<file path="config.mk">
export PLATFORM = sky130hd
export DESIGN_NAME = cwg_seq
export DESIGN_NICKNAME = d
export VERILOG_FILES = /design/src/rtl/core/conv_weight_gradient_top_assert.svh /design/src/rtl/core/cwg_pkg.sv /design/src/rtl/core/cwg_seq.sv
export SDC_FILE = /design/constraint.sdc
export NUM_CORES = 1
export LEC_CHECK = 0
export ABC_CLOCK_PERIOD_IN_PS = 7260
export BUFFER_PORTS_ARGS = -buffer_cell sky130_fd_sc_hd__buf_2
export CORE_AREA = 2 2 153 155
export DETAILED_ROUTE_END_ITERATION = 10
export DIE_AREA = 0 0 155 157
export PLACE_DENSITY_LB_ADDON = 0.12
export SYNTH_ARGS = -nofsm -noshare
export SYNTH_HDL_FRONTEND = slang
export SYNTH_SLANG_ARGS = --single-unit
</file>
<file path="constraint.sdc">
create_clock -name clk -period 7.26 [get_ports clk]
set_input_delay 1.452 -clock clk [delete_from_list [all_inputs] [get_ports clk]]
set_output_delay 1.452 -clock clk [all_outputs]
set_load 0.03 [all_outputs]
</file>
<file path="src/rtl/core/conv_weight_gradient_top_assert.svh">
// Assertion macros for the top level, which checks its own logic.
`ifndef CONV_WEIGHT_GRADIENT_TOP_ASSERT_SVH
`define CONV_WEIGHT_GRADIENT_TOP_ASSERT_SVH

// The consequent must hold in the same cycle as the antecedent.
`define CWG_ASSERT_IMPL(lbl, clk, rst_n, ante, cons) \
  lbl: assert property (@(posedge clk) disable iff (!rst_n) (ante) |-> (cons)) \
    else $error("assertion failed");

// The consequent must hold in the cycle after the antecedent.
`define CWG_ASSERT_NEXT(lbl, clk, rst_n, ante, cons) \
  lbl: assert property (@(posedge clk) disable iff (!rst_n) (ante) |=> (cons)) \
    else $error("assertion failed");

`endif

</file>
<file path="src/rtl/core/cwg_pkg.sv">
`timescale 1ns / 1ps

package cwg_pkg;

  localparam int GRAD_WORDS = 4096;
  localparam int ACT_WORDS  = 4096;
  localparam int MAX_DIM    = 16;
  localparam int DATA_BITS  = 16;

  localparam int GRAD_AW   = $clog2(GRAD_WORDS);
  localparam int ACT_AW    = $clog2(ACT_WORDS);
  localparam int DIM_W     = 5;
  localparam int IDX_W     = 4;
  localparam int SUM_W     = 40;
  localparam int CFG_IDX_W = 3;
  localparam int ADDR_W    = 12;

  // Shared multiply-add unit: r = a * b + c.
  localparam int MA_A_W = 20;
  localparam int MA_B_W = DIM_W;
  localparam int MA_C_W = DIM_W;
  localparam int MA_R_W = MA_A_W + MA_B_W;

  localparam int WIN_W = 2 * DIM_W - 1;

  localparam logic [1:0] MODE_LOAD_GRAD = 2'd0;
  localparam logic [1:0] MODE_LOAD_ACT  = 2'd1;
  localparam logic [1:0] MODE_CALC      = 2'd2;

  localparam logic [CFG_IDX_W-1:0] REG_GRAD_CHANS  = 3'd0;
  localparam logic [CFG_IDX_W-1:0] REG_GRAD_GROUPS = 3'd1;
  localparam logic [CFG_IDX_W-1:0] REG_FILT_H      = 3'd2;
  localparam logic [CFG_IDX_W-1:0] REG_FILT_W      = 3'd3;
  localparam logic [CFG_IDX_W-1:0] REG_IN_CHANS    = 3'd4;
  localparam logic [CFG_IDX_W-1:0] REG_MAP_H       = 3'd5;
  localparam logic [CFG_IDX_W-1:0] REG_MAP_W       = 3'd6;

  typedef struct packed {
    logic [DIM_W-1:0] grad_chans;
    logic [DIM_W-1:0] grad_groups;
    logic [DIM_W-1:0] filt_h;
    logic [DIM_W-1:0] filt_w;
    logic [DIM_W-1:0] in_chans;
    logic [DIM_W-1:0] map_h;
    logic [DIM_W-1:0] map_w;
  } cfg_t;

  typedef struct packed {
    logic [IDX_W-1:0] example;
    logic [IDX_W-1:0] chan;
    logic [IDX_W-1:0] group;
    logic [IDX_W-1:0] wrow;
    logic [IDX_W-1:0] wcol;
    logic [IDX_W-1:0] in_chan;
  } cmd_t;

  typedef struct packed {
    logic              en;
    logic [MA_A_W-1:0] a;
    logic [MA_B_W-1:0] b;
    logic [MA_C_W-1:0] c;
  } ma_op_t;

  typedef struct packed {
    logic               rd_en;
    logic [GRAD_AW-1:0] gaddr;
    logic [ACT_AW-1:0]  aaddr;
    logic               mac_clr;
    logic               mac_issue;
    logic               res_load;
    logic               res_err;
  } ctrl_t;

  typedef struct packed {
    logic busy;
  } mac_st_t;

  typedef enum logic [3:0] {
    S_IDLE,
    S_CHK,
    S_G1,
    S_G2,
    S_G3,
    S_G4,
    S_A1,
    S_A2,
    S_A3,
    S_WIN,
    S_AEND,
    S_ASTART,
    S_TEST,
    S_RUN,
    S_DRAIN,
    S_DONE
  } seq_state_t;

  function automatic logic reg_ok(input logic [DIM_W-1:0] r);
    reg_ok = (r != '0) && (r <= DIM_W'(MAX_DIM));
  endfunction

endpackage

</file>
<file path="src/rtl/core/cwg_seq.sv">
`timescale 1ns / 1ps

module cwg_seq
  import cwg_pkg::*;
(
  input  logic              clk,
  input  logic              rst_n,
  input  cfg_t              cfg,
  input  logic              start,
  input  cmd_t              cmd,
  input  logic [MA_R_W-1:0] ma_res,
  input  mac_st_t           mac_st,
  input  logic              out_free,
  output ma_op_t            ma_op,
  output ctrl_t             ctrl,
  output logic              idle
);

  seq_state_t         state_r;
  seq_state_t         state_nxt;
  cmd_t               cmd_r;
  logic               err_r;
  logic               aerr_r;
  logic [MA_A_W-1:0]  gbase_r;
  logic [MA_A_W-1:0]  abase_r;
  logic [WIN_W-1:0]   win_r;
  logic [GRAD_AW-1:0] gaddr_r;
  logic [ACT_AW-1:0]  aaddr_r;
  logic [DIM_W-1:0]   m2_r;
  logic [WIN_W-1:0]   cnt_r;

  logic [DIM_W:0]   ah_sum;
  logic [DIM_W:0]   aw_sum;
  logic [DIM_W:0]   hend_sum;
  logic [DIM_W:0]   wend_sum;
  logic [DIM_W-1:0] ah;
  logic [DIM_W-1:0] aw;
  logic             bad_cfg;
  logic             bad_idx;
  logic             gerr;
  logic             test_err;
  logic             row_end;
  logic             last_issue;

  assign ah_sum   = {1'b0, cfg.filt_h} + {1'b0, cfg.map_h} - (DIM_W + 1)'(1);
  assign aw_sum   = {1'b0, cfg.filt_w} + {1'b0, cfg.map_w} - (DIM_W + 1)'(1);
  assign hend_sum = (DIM_W + 1)'(cmd_r.wrow) + {1'b0, cfg.map_h} - (DIM_W + 1)'(1);
  assign wend_sum = (DIM_W + 1)'(cmd_r.wcol) + {1'b0, cfg.map_w} - (DIM_W + 1)'(1);
  assign ah       = ah_sum[DIM_W-1:0];
  assign aw       = aw_sum[DIM_W-1:0];

  assign bad_cfg = !reg_ok(cfg.grad_chans) || !reg_ok(cfg.grad_groups) ||
                   !reg_ok(cfg.filt_h) || !reg_ok(cfg.filt_w) ||
                   !reg_ok(cfg.in_chans) || !reg_ok(cfg.map_h) || !reg_ok(cfg.map_w);
  assign bad_idx = (DIM_W'(cmd_r.chan) >= cfg.grad_chans) ||
                   (DIM_W'(cmd_r.group) >= cfg.grad_groups) ||
                   (DIM_W'(cmd_r.wrow) >= cfg.filt_h) ||
                   (DIM_W'(cmd_r.wcol) >= cfg.filt_w) ||
                   (DIM_W'(cmd_r.in_chan) >= cfg.in_chans);

  assign gerr       = ({1'b0, gbase_r} + (MA_A_W + 1)'(win_r)) > (MA_A_W + 1)'(GRAD_WORDS);
  assign test_err   = gerr || aerr_r;
  assign row_end    = (m2_r == cfg.map_w - DIM_W'(1));
  assign last_issue = (cnt_r == win_r - WIN_W'(1));

  always_ff @(posedge clk) begin
    if (!rst_n) begin
      state_r <= S_IDLE;
    end else begin
      state_r <= state_nxt;
    end
  end

  always_ff @(posedge clk) begin
    case (state_r)
      S_IDLE: begin
        if (start) begin
          cmd_r <= cmd;
          err_r <= 1'b0;
        end
      end
      S_CHK: begin
        err_r <= bad_cfg || bad_idx;
      end
      S_A1: begin
        gbase_r <= ma_res[MA_A_W-1:0];
      end
      S_WIN: begin
        abase_r <= ma_res[MA_A_W-1:0];
      end
      S_AEND: begin
        win_r <= ma_res[WIN_W-1:0];
      end
      S_ASTART: begin
        aerr_r <= ({1'b0, abase_r} + (MA_A_W + 1)'(ma_res[MA_A_W-1:0])) >=
                  (MA_A_W + 1)'(ACT_WORDS);
      end
      S_TEST: begin
        err_r   <= test_err;
        gaddr_r <= gbase_r[GRAD_AW-1:0];
        aaddr_r <= abase_r[ACT_AW-1:0] + ma_res[ACT_AW-1:0];
        m2_r    <= '0;
        cnt_r   <= '0;
      end
      S_RUN: begin
        gaddr_r <= gaddr_r + GRAD_AW'(1);
        cnt_r   <= cnt_r + WIN_W'(1);
        if (row_end) begin
          m2_r    <= '0;
          aaddr_r <= aaddr_r + ACT_AW'(cfg.filt_w);
        end else begin
          m2_r    <= m2_r + DIM_W'(1);
          aaddr_r <= aaddr_r + ACT_AW'(1);
        end
      end
      default: begin
      end
    endcase
  end

  always_comb begin
    state_nxt = state_r;
    case (state_r)
      S_IDLE:   if (start) state_nxt = S_CHK;
      S_CHK:    state_nxt = (bad_cfg || bad_idx) ? S_DONE : S_G1;
      S_G1:     state_nxt = S_G2;
      S_G2:     state_nxt = S_G3;
      S_G3:     state_nxt = S_G4;
      S_G4:     state_nxt = S_A1;
      S_A1:     state_nxt = S_A2;
      S_A2:     state_nxt = S_A3;
      S_A3:     state_nxt = S_WIN;
      S_WIN:    state_nxt = S_AEND;
      S_AEND:   state_nxt = S_ASTART;
      S_ASTART: state_nxt = S_TEST;
      S_TEST:   state_nxt = test_err ? S_DONE : S_RUN;
      S_RUN:    if (last_issue) state_nxt = S_DRAIN;
      S_DRAIN:  if (!mac_st.busy) state_nxt = S_DONE;
      S_DONE:   if (out_free) state_nxt = S_IDLE;
      default:  state_nxt = S_IDLE;
    endcase
  end

  always_comb begin
    ma_op          = '0;
    ctrl           = '0;
    ctrl.gaddr     = gaddr_r;
    ctrl.aaddr     = aaddr_r;
    ctrl.res_err   = err_r;
    idle           = 1'b0;
    case (state_r)
      S_IDLE: begin
        idle = 1'b1;
      end
      S_G1: begin
        ma_op = '{en: 1'b1, a: MA_A_W'(cmd_r.example), b: cfg.grad_chans,
                  c: MA_C_W'(cmd_r.chan)};
      end
      S_G2: begin
        ma_op = '{en: 1'b1, a: ma_res[MA_A_W-1:0], b: cfg.grad_groups,
                  c: MA_C_W'(cmd_r.group)};
      end
      S_G3: begin
        ma_op = '{en: 1'b1, a: ma_res[MA_A_W-1:0], b: cfg.map_h, c: '0};
      end
      S_G4: begin
        ma_op = '{en: 1'b1, a: ma_res[MA_A_W-1:0], b: cfg.map_w, c: '0};
      end
      S_A1: begin
        ma_op = '{en: 1'b1, a: MA_A_W'(cmd_r.example), b: cfg.in_chans,
                  c: MA_C_W'(cmd_r.in_chan)};
      end
      S_A2: begin
        ma_op = '{en: 1'b1, a: ma_res[MA_A_W-1:0], b: ah, c: '0};
      end
      S_A3: begin
        ma_op = '{en: 1'b1, a: ma_res[MA_A_W-1:0], b: aw, c: '0};
      end
      S_WIN: begin
        ma_op = '{en: 1'b1, a: MA_A_W'(cfg.map_h), b: cfg.map_w, c: '0};
      end
      S_AEND: begin
        ma_op = '{en: 1'b1, a: MA_A_W'(hend_sum[DIM_W-1:0]), b: aw,
                  c: wend_sum[DIM_W-1:0]};
      end
      S_ASTART: begin
        ma_op = '{en: 1'b1, a: MA_A_W'(cmd_r.wrow), b: aw, c: MA_C_W'(cmd_r.wcol)};
      end
      S_TEST: begin
        ctrl.mac_clr = 1'b1;
      end
      S_RUN: begin
        ctrl.rd_en     = 1'b1;
        ctrl.mac_issue = 1'b1;
      end
      S_DONE: begin
        ctrl.res_load = out_free;
      end
      default: begin
      end
    endcase
  end

endmodule

</file>
==> Word level (Yosys, flattened, before mapping) <==
Cells that the tools add are included.
{ "totals": {"regBits": 117, "latchBits": 0, "ram_bits": 0, "mem_bits_ro": 0, "out_inout_bits": 61, "wordCells": 128, "memories": 0} }
{ "classes": {"add_sub_neg": 18, "multipliers": 0, "div_mod_pow": 0, "order_cmp": 14, "n_eq_ne": 21, "shifts": 0, "n_mux": 20, "bitwise": 0, "reduce_logical": 39} }
{ "ops": {"columns": ["operator", "n"], "rows": [
  ["31-bit one-hot mux with 10 select lines", 1],
  ["4-bit one-hot mux with 16 select lines", 1],
  ["12-bit one-hot mux with 2 select lines", 2],
  ["5-bit <= comparator, second input constant", 7],
  ["5-bit nonzero test", 7],
  ["4-bit == test, second input constant", 8],
  ["4-bit by 5-bit greater-or-equal comparator with 1-bit output", 5],
  ["5-bit by 1-bit subtractor with 5-bit output, second input constant", 5],
  ["12-bit by 1-bit adder with 12-bit output, second input constant", 2],
  ["20-bit by 20-bit adder with 21-bit output", 1],
  ["20-bit by 9-bit adder with 21-bit output", 1],
  ["21-bit by 13-bit greater-or-equal comparator with 1-bit output, second input constant", 1],
  ["21-bit by 13-bit > comparator with 1-bit output, second input constant", 1],
  ["4-bit two-way mux", 5],
  ["9-bit one-hot mux with 2 select lines", 1],
  ["4-bit by 3-bit == test with 1-bit output, second input constant", 4],
  ["12-bit adder", 1],
  ["12-bit by 5-bit adder with 12-bit output", 1],
  ["1-bit logical OR", 12],
  ["12-bit two-way mux", 1],
  ["4-bit by 5-bit adder with 5-bit output", 2],
  ["5-bit adder", 2],
  ["5-bit one-hot mux with 2 select lines", 1],
  ["9-bit by 1-bit adder with 9-bit output, second input constant", 1],
  ["18 further kinds", 39]
]} }

==> Depth between registers and ports, before layout <==
Gate-level depths: netlist (run 1).
{ "depth": {"ltp_word": 12, "mapped_depth": 18, "ltp_nobuf": 18} }

==> Least setup slack after synthesis (run 1) <==
No wires, ideal clock.
{ "synth_timing": {"path_type": "in2out", "start": "in cfg[6] (netlist bit)", "end": "out ma_op[8] (netlist bit)", "arrival_ns": 3.340, "path_slack_ns": 2.468, "cell_stages": 12, "n_path_buf": 0, "cell_sequence": "inv_1 ha_1 inv_1 ha_1 inv_1 fa_1 xor2_1 nor2_1 a21oi_1 nor2_1 a21oi_1 a31oi_1"} }
{ "synth_lines": {"columns": ["item", "line", "text"], "rows": [
  ["from (decl)", "cwg_seq.sv:8", "input cfg_t cfg,"],
  ["to (decl)", "cwg_seq.sv:14", "output ma_op_t ma_op,"]
]} }

==> impl_metrics.py, run 1 <==
metrics = {
    "layout": {
        "n_fill_cell": 2191,
        "finalNonFillerCells": 1357,
        "syn2layout_area_growth_pct": 18.27,
        "finalNetCount": 1249,
        "drive_above_1_share_pct": 18.47,
        "diodes": 0,
    },
    "die": {
        "fp.dieH_um": 157,
        "fp.dieW_um": 155,
        "io_pins": 150,
        "die_area_mm2": 0.02434,
        "core_area_mm2": 0.02250,
        "initial_utilization_pct": 39.58,
        "num_rows": 55,
    },
    "timing": {
        "drv_slew": 0,
        "fin_crit_sh_pct": 70.17,
        "tightest_slew_ps": 1096,
        "setup_violations": 0,
        "rsz0062_at_grt": "no",
        "skew_ps": 8.325,
        "setup_tns_ps": 0,
        "hold_violations": 0,
        "fin_crit_ps": 5095,
        "slew_headroom_pct": 26.76,
        "fmax_mhz": 196.3,
    },
    "placement": {
        "io_buffer_count": 144,
        "place_congestion": 0.8586,
        "dp_hpwl_um": 18470,
        "dp.cells": 1325,
    },
    "clock_tree": {
        "cts_hold_buf": 0,
        "cts-root-buf": "clkbuf_16",
        "cts_inserted_buffers": 17,
        "cts_sinks": 117,
        "htreeDepth": 4,
        "post_cts_buffers": 0,
        "path_clk_slew_ps": 60,
        "clk_latency_ps": 420,
        "cts_buffer_depth": 2,
        "cts_tree": "yes",
        "ctsResizeCount": 0,
    },
    "worst_setup_path": {
        "critPathMaxFanout": 21,
        "critPathCaptureType": "output port",
        "required_ps": 5810,
        "worstSetupPathType": "flop to output port",
        "cp.arrival_ps": 3640,
        "worstSetupStartpointType": "flop",
        "worstReg2RegStart": "win_r[0]$_DFFE_PP_",
        "crit_start": "state_r[0]$_SDFFE_PN0P_",
    },
    "global_routing": {
        "grt_pass1_wl_um": 38390,
        "grt_usage_pct": 20.27,
        "grt_overflow": 0,
        "grt_pass1_vias": 7133,
        "grt_max_degree": 47,
        "antenna_found_initial": 0,
    },
    "routing": {
        "avgRoutedWirePerCell_um": 17.75,
        "drt-total-wl_um": 24090,
        "ant_nets": 0,
        "drtPass1Iterations": 6,
        "drt_iter0_markers": 399,
        "vias": 7374,
        "viasPerCell": 5.434,
        "drc": 0,
    },
    "yosys": {
        "synth_edf_count": 113,
        "netlist_instances": 916,
        "syn_area_per_cell_um2": 9.724,
        "synth.net_count": 1106,
        "synth-async-reset-ratio_pct": 0,
        "ys_seq_area_share_pct": 38.99,
        "synth_top_area_share_pct": 38.10,
        "yosysTopAreaCell": "edfxtp_1",
        "synth-seq-cells": 117,
        "syn_area_mm2": 0.008907,
        "yosysWarningCount": 0,
        "synth_area_leaders": "edfxtp_1 (38%), ha_1 (13%), xnor2_1 (4.7%)",
        "yosysUniqueCellTypes": 79,
        "ys.flop_type": "edfxtp_1",
    },
    "power": {
        "vdd_drop_max_mv": 0.1411,
        "power-per-cell-area_mw_per_mm2": 239.4,
        "p_leak_nw": 4.502,
    },
    "run": {
        "cap_violations": 0,
    },
    "status": {
        "status": "finished clean",
    },
    "worst_hold_path": {
        "holdCritStartpoint": "gbase_r[2]$_DFFE_PP_",
        "hold_path_class": "flop to flop",
    },
}
## flip-flops by register name, summed over array words and instances, names as in the netlist
| name | count |
|---|---|
| gbase_r | 20 |
| cnt_r | 9 |
| state_r | 4 |
| gaddr_r | 12 |
| win_r | 9 |
| abase_r | 20 |
| aerr_r | 1 |
| m2_r | 5 |
| err_r | 1 |
| cmd_r | 24 |
| aaddr_r | 12 |
## cell type report
cell class	count	area [um^2]	share of cell area, %
Sequential cell	117	3473	32.97
Multi-Input combinational cell	681	4994	47.40
Clock buffer	17	425.4	4.038
Clock inverter	15	178.9	1.698
Timing Repair Buffer	149	758.2	7.197
Tap cell	285	356.6	3.385
Inverter	93	349.1	3.314
## layer usage
metal  vias to the layer above  part of all wire, %  global-route usage (%)
li1                       3661                    -                       -
met5                         -                    0                       0
met4                         0                  1.6                   5.820
met1                      3495                   48                   28.22
met2                       194                   44                   32.17
met3                        24                  5.4                   3.910
## worst max-delay path, cell delays in order, from the launching register on
cell and delay [ps]:
dfxtp_1 770, inv_2 270, nor2_1 640, and2_1 930, a22oi_1 130, a21oi_1 240, buf_2 230
## cells in the mapped netlist, types with 5 or more instances
library cell  instances
o21ai_0              17
o211ai_1              6
a222oi_1              7
inv_1                89
a211oi_1              7
a22oi_1              10
and2_1                6
clkbuf_1             22
nand4_1              10
or3_1                 5
nor3_1               16
nand2b_1             13
o22ai_1               7
nor2_1               72
xnor2_1              48
o21a_1                5
nor4_1               12
fa_1                  7
nand2_1              54
nor2b_1               8
a21oi_1              46
nand3b_1              6
and3_1               27
nand3_1              26
xor2_1               27
o21ai_1              41
ha_1                 94
edfxtp_1            113
mux2i_1               6
a21o_1               23
## per-stage QoR
stage	hold slack, ps	power, W	setup WS, ps	utilization (%)	cell area [um^2]
5_1_grt	615.9	0.002668	1750	46.82	10540
6_report	578.3	0.002522	2165	46.82	10540
3_3_place_gp	558.6	0.001648	2222	44.13	9931
3_5_place_dp	567.7	0.001654	2203	44.13	9931
4_1_cts	576.7	0.002540	2035	46.82	10540
2_1_floorplan	535.6	0.001414	2468	-	8907
## cell usage in the layout, fill, tap and decap left out, types with 7 or more instances in the layout
cell / netlist / layout
o21ai_1: 41 / 41
fa_1: 7 / 7
xnor2_1: 48 / 48
a211oi_1: 7 / 7
a21o_1: 23 / 23
a21oi_1: 46 / 46
nand4_1: 10 / 10
nand2b_1: 13 / 13
inv_1: 89 / 89
and3_1: 27 / 27
clkbuf_16: 0 / 17
o22ai_1: 7 / 7
nand3_1: 26 / 26
ha_1: 94 / 94
a222oi_1: 7 / 7
nor4_1: 12 / 12
xor2_1: 27 / 27
nand2_1: 54 / 54
nor2_1: 72 / 71
o21ai_0: 17 / 17
edfxtp_1: 113 / 113
nor3_1: 16 / 16
buf_2: 0 / 144
a22oi_1: 10 / 10
nor2b_1: 8 / 7
## power breakdown
part | internal (W) | total (W) | switching, W
Combinational | 0.000283 | 0.000772 | 0.000489
Clock | 0.000542 | 0.000877 | 0.000336
Sequential | 0.000822 | 0.000873 | 0.0000514
Total | 0.00165 | 0.00252 | 0.000876
## logic make-up after synthesis
kind of cell               after synthesis  share of synthesized area (%)
adders and majority gates              101                          14.78
muxes                                   10                          1.180
and+or+nand+nor                        277                          16.06
xor gates and xnor gates                76                          7.684
AOI/OAI and AO/OA                      217                          16.25
buffers and inverters                  118                          5.057
DFF                                    117                          38.99
## worst paths after layout
kind / end / slack (ps) / depth (start not counted)
max: ma_op[14] / 2170 / 6
min: gaddr_r[2]$_DFFE_PP_ / 580 / 2
max reg2reg: err_r$_DFFE_PP_ / 3610 / 9
min reg2reg: gaddr_r[2]$_DFFE_PP_ / 580 / 2
Note: power is estimated with default switching activity, not from simulation.
==> run 2: changes to the inputs <==
--- a/config.mk
+++ b/config.mk
@@ -5,7 +5,7 @@
 export SDC_FILE = /design/constraint.sdc
 export NUM_CORES = 1
 export LEC_CHECK = 0
-export ABC_CLOCK_PERIOD_IN_PS = 7260
+export ABC_CLOCK_PERIOD_IN_PS = 4800
 export BUFFER_PORTS_ARGS = -buffer_cell sky130_fd_sc_hd__buf_2
 export CORE_AREA = 2 2 153 155
 export DETAILED_ROUTE_END_ITERATION = 10
==> constraint.sdc (replaced) <==
create_clock -name clk -period 4.8 [get_ports clk]
set_input_delay 0.96 -clock clk [delete_from_list [all_inputs] [get_ports clk]]
set_output_delay 0.96 -clock clk [all_outputs]
set_load 0.03 [all_outputs]
==> impl_metrics.py, run 2 (synthesis results as in run 1) <==
metrics = {
    "status": {
        "status": "finished clean",
    },
    "timing": {
        "fin_crit_ps": 4040,
        "drv_slew": 0,
        "whs_ps": 580.5,
        "hold_violations": 0,
        "setup_violations": 0,
        "tightest_slew_ps": 1253,
        "rsz0062_at_grt": "no",
        "slew_headroom_pct": 16.50,
        "setup_tns_ps": 0,
        "skew_ps": 13.08,
        "fmax_mhz": 247.5,
        "fin_crit_sh_pct": 84.18,
    },
    "routing": {
        "drtPass1Iterations": 5,
        "viasPerCell": 5.420,
        "vias": 7371,
        "avgRoutedWirePerCell_um": 17.97,
        "drt-total-wl_um": 24440,
        "drt_iter0_markers": 554,
        "ant_nets": 0,
        "drc": 0,
    },
    "worst_setup_path": {
        "worstSetupStartpointType": "input pin",
        "rrSetupSlack_ps": 1220,
        "cp-endpoint": "ma_op[7]",
        "rr_worst_depth": 9,
        "cp.arrival_ps": 3080,
        "critPathMaxFanout": 4,
        "r2r-end": "err_r$_DFFE_PP_",
        "worstReg2RegStart": "win_r[0]$_DFFE_PP_",
        "crit_start": "cfg[1]",
        "worstSetupPathType": "input pin to output port",
        "required_ps": 3840,
        "critPathCaptureType": "output port",
    },
    "die": {
        "num_rows": 55,
        "fp.dieH_um": 157,
        "die_area_mm2": 0.02434,
        "initial_utilization_pct": 39.58,
        "fp.dieW_um": 155,
        "core_area_mm2": 0.02250,
        "io_pins": 150,
    },
    "layout": {
        "layout_common_cells": "buf_2 (144), edfxtp_1 (113), ha_1 (94)",
        "syn2layout_area_growth_pct": 18.54,
        "drive_above_1_share_pct": 18.60,
        "largest_reg_flops": 24,
        "finalNonFillerCells": 1360,
        "final_util_pct": 46.92,
        "diodes": 0,
        "finalNetCount": 1252,
        "final_common_cell": "buf_2",
        "reg_top3": "cmd_r x24, abase_r x20, gbase_r x20",
        "regMostFlops": "cmd_r",
    },
    "placement": {
        "place_congestion": 0.8665,
        "io_buffer_count": 144,
        "dp_hpwl_um": 18700,
        "dp.cells": 1328,
    },
    "clock_tree": {
        "path_clk_slew_ps": 60,
        "cts_inserted_buffers": 17,
        "cts_tree": "yes",
        "clk_latency_ps": 430,
        "cts_sinks": 117,
        "cts_buffer_depth": 2,
        "ctsResizeCount": 0,
        "htreeDepth": 4,
        "cts_hold_buf": 0,
        "cts-root-buf": "clkbuf_16",
        "post_cts_buffers": 0,
    },
    "global_routing": {
        "grt_pass1_wl_um": 38530,
        "antenna_found_initial": 0,
        "grt_max_degree": 46,
        "grt_usage_pct": 20.43,
        "grt_pass1_vias": 7197,
        "grt_overflow": 0,
    },
    "power": {
        "power-per-cell-area_mw_per_mm2": 363.7,
        "p_total_w": 0.003840,
        "p_leak_nw": 4.517,
        "vdd_drop_max_mv": 0.2676,
    },
    "run": {
        "cap_violations": 0,
    },
    "worst_hold_path": {
        "hold_path_class": "flop to flop",
    },
}
[run 2: cell count changes in the layout (fill, tap and decap cells not counted), sizes merged]
cell / change
buf: +3
[run 2: area by class of cell]
type,count,area (um^2)
fill,2184,11940
clock buffer,17,425.4
multi-input combinational,681,4994
inverter,93,349.1
clock inverter,15,180.2
timing repair buffer,152,780.7
sequential,117,3473
tap,285,356.6
[run 2: how the worst min path moves through the flow]
stage	slack, ps	from	cells after the start	endpoint
2_1_floorplan	540	gbase_r[0]$_DFFE_PP_	2	gaddr_r[0]$_DFFE_PP_
3_3_place_gp	560	gbase_r[8]$_DFFE_PP_	2	gaddr_r[8]$_DFFE_PP_
3_5_place_dp	570	gbase_r[8]$_DFFE_PP_	2	gaddr_r[8]$_DFFE_PP_
4_1_cts	590	gbase_r[8]$_DFFE_PP_	2	gaddr_r[8]$_DFFE_PP_
5_1_grt	620	gbase_r[2]$_DFFE_PP_	2	gaddr_r[2]$_DFFE_PP_
6_report	580	gbase_r[8]$_DFFE_PP_	2	gaddr_r[8]$_DFFE_PP_
[run 2: critical path, stage by stage]
cell and delay, ps:
buf_2 120, inv_1 90, ha_1 290, inv_1 50, ha_1 170, inv_1 60
fa_1 440, nand2b_1 190, a21oi_1 170, a21oi_1 60, a21oi_1 230, buf_2 250
[run 2: per-stage QoR]
step	setup slack [ps]	area, um^2
2_1_floorplan	933.9	8907
3_3_place_gp	624.5	9953
3_5_place_dp	604.6	9953
4_1_cts	764.9	10560
5_1_grt	655.0	10560
6_report	759.6	10560
[run 2: routing by layer]
metal	up-vias	GRT usage (%)	wire, um
met5	-	0	0
met4	0	5.247	304
met3	22	3.524	1330
met2	222	32.72	11080
met1	3453	28.72	11720
li1	3674	-	-
[run 2: where the power goes]
part / switching (W) / leakage, nW / internal (W)
Clock: 0.000517 / 0.287 / 0.000820
Sequential: 0.0000889 / 1.06 / 0.00124
Combinational: 0.000741 / 3.17 / 0.000429
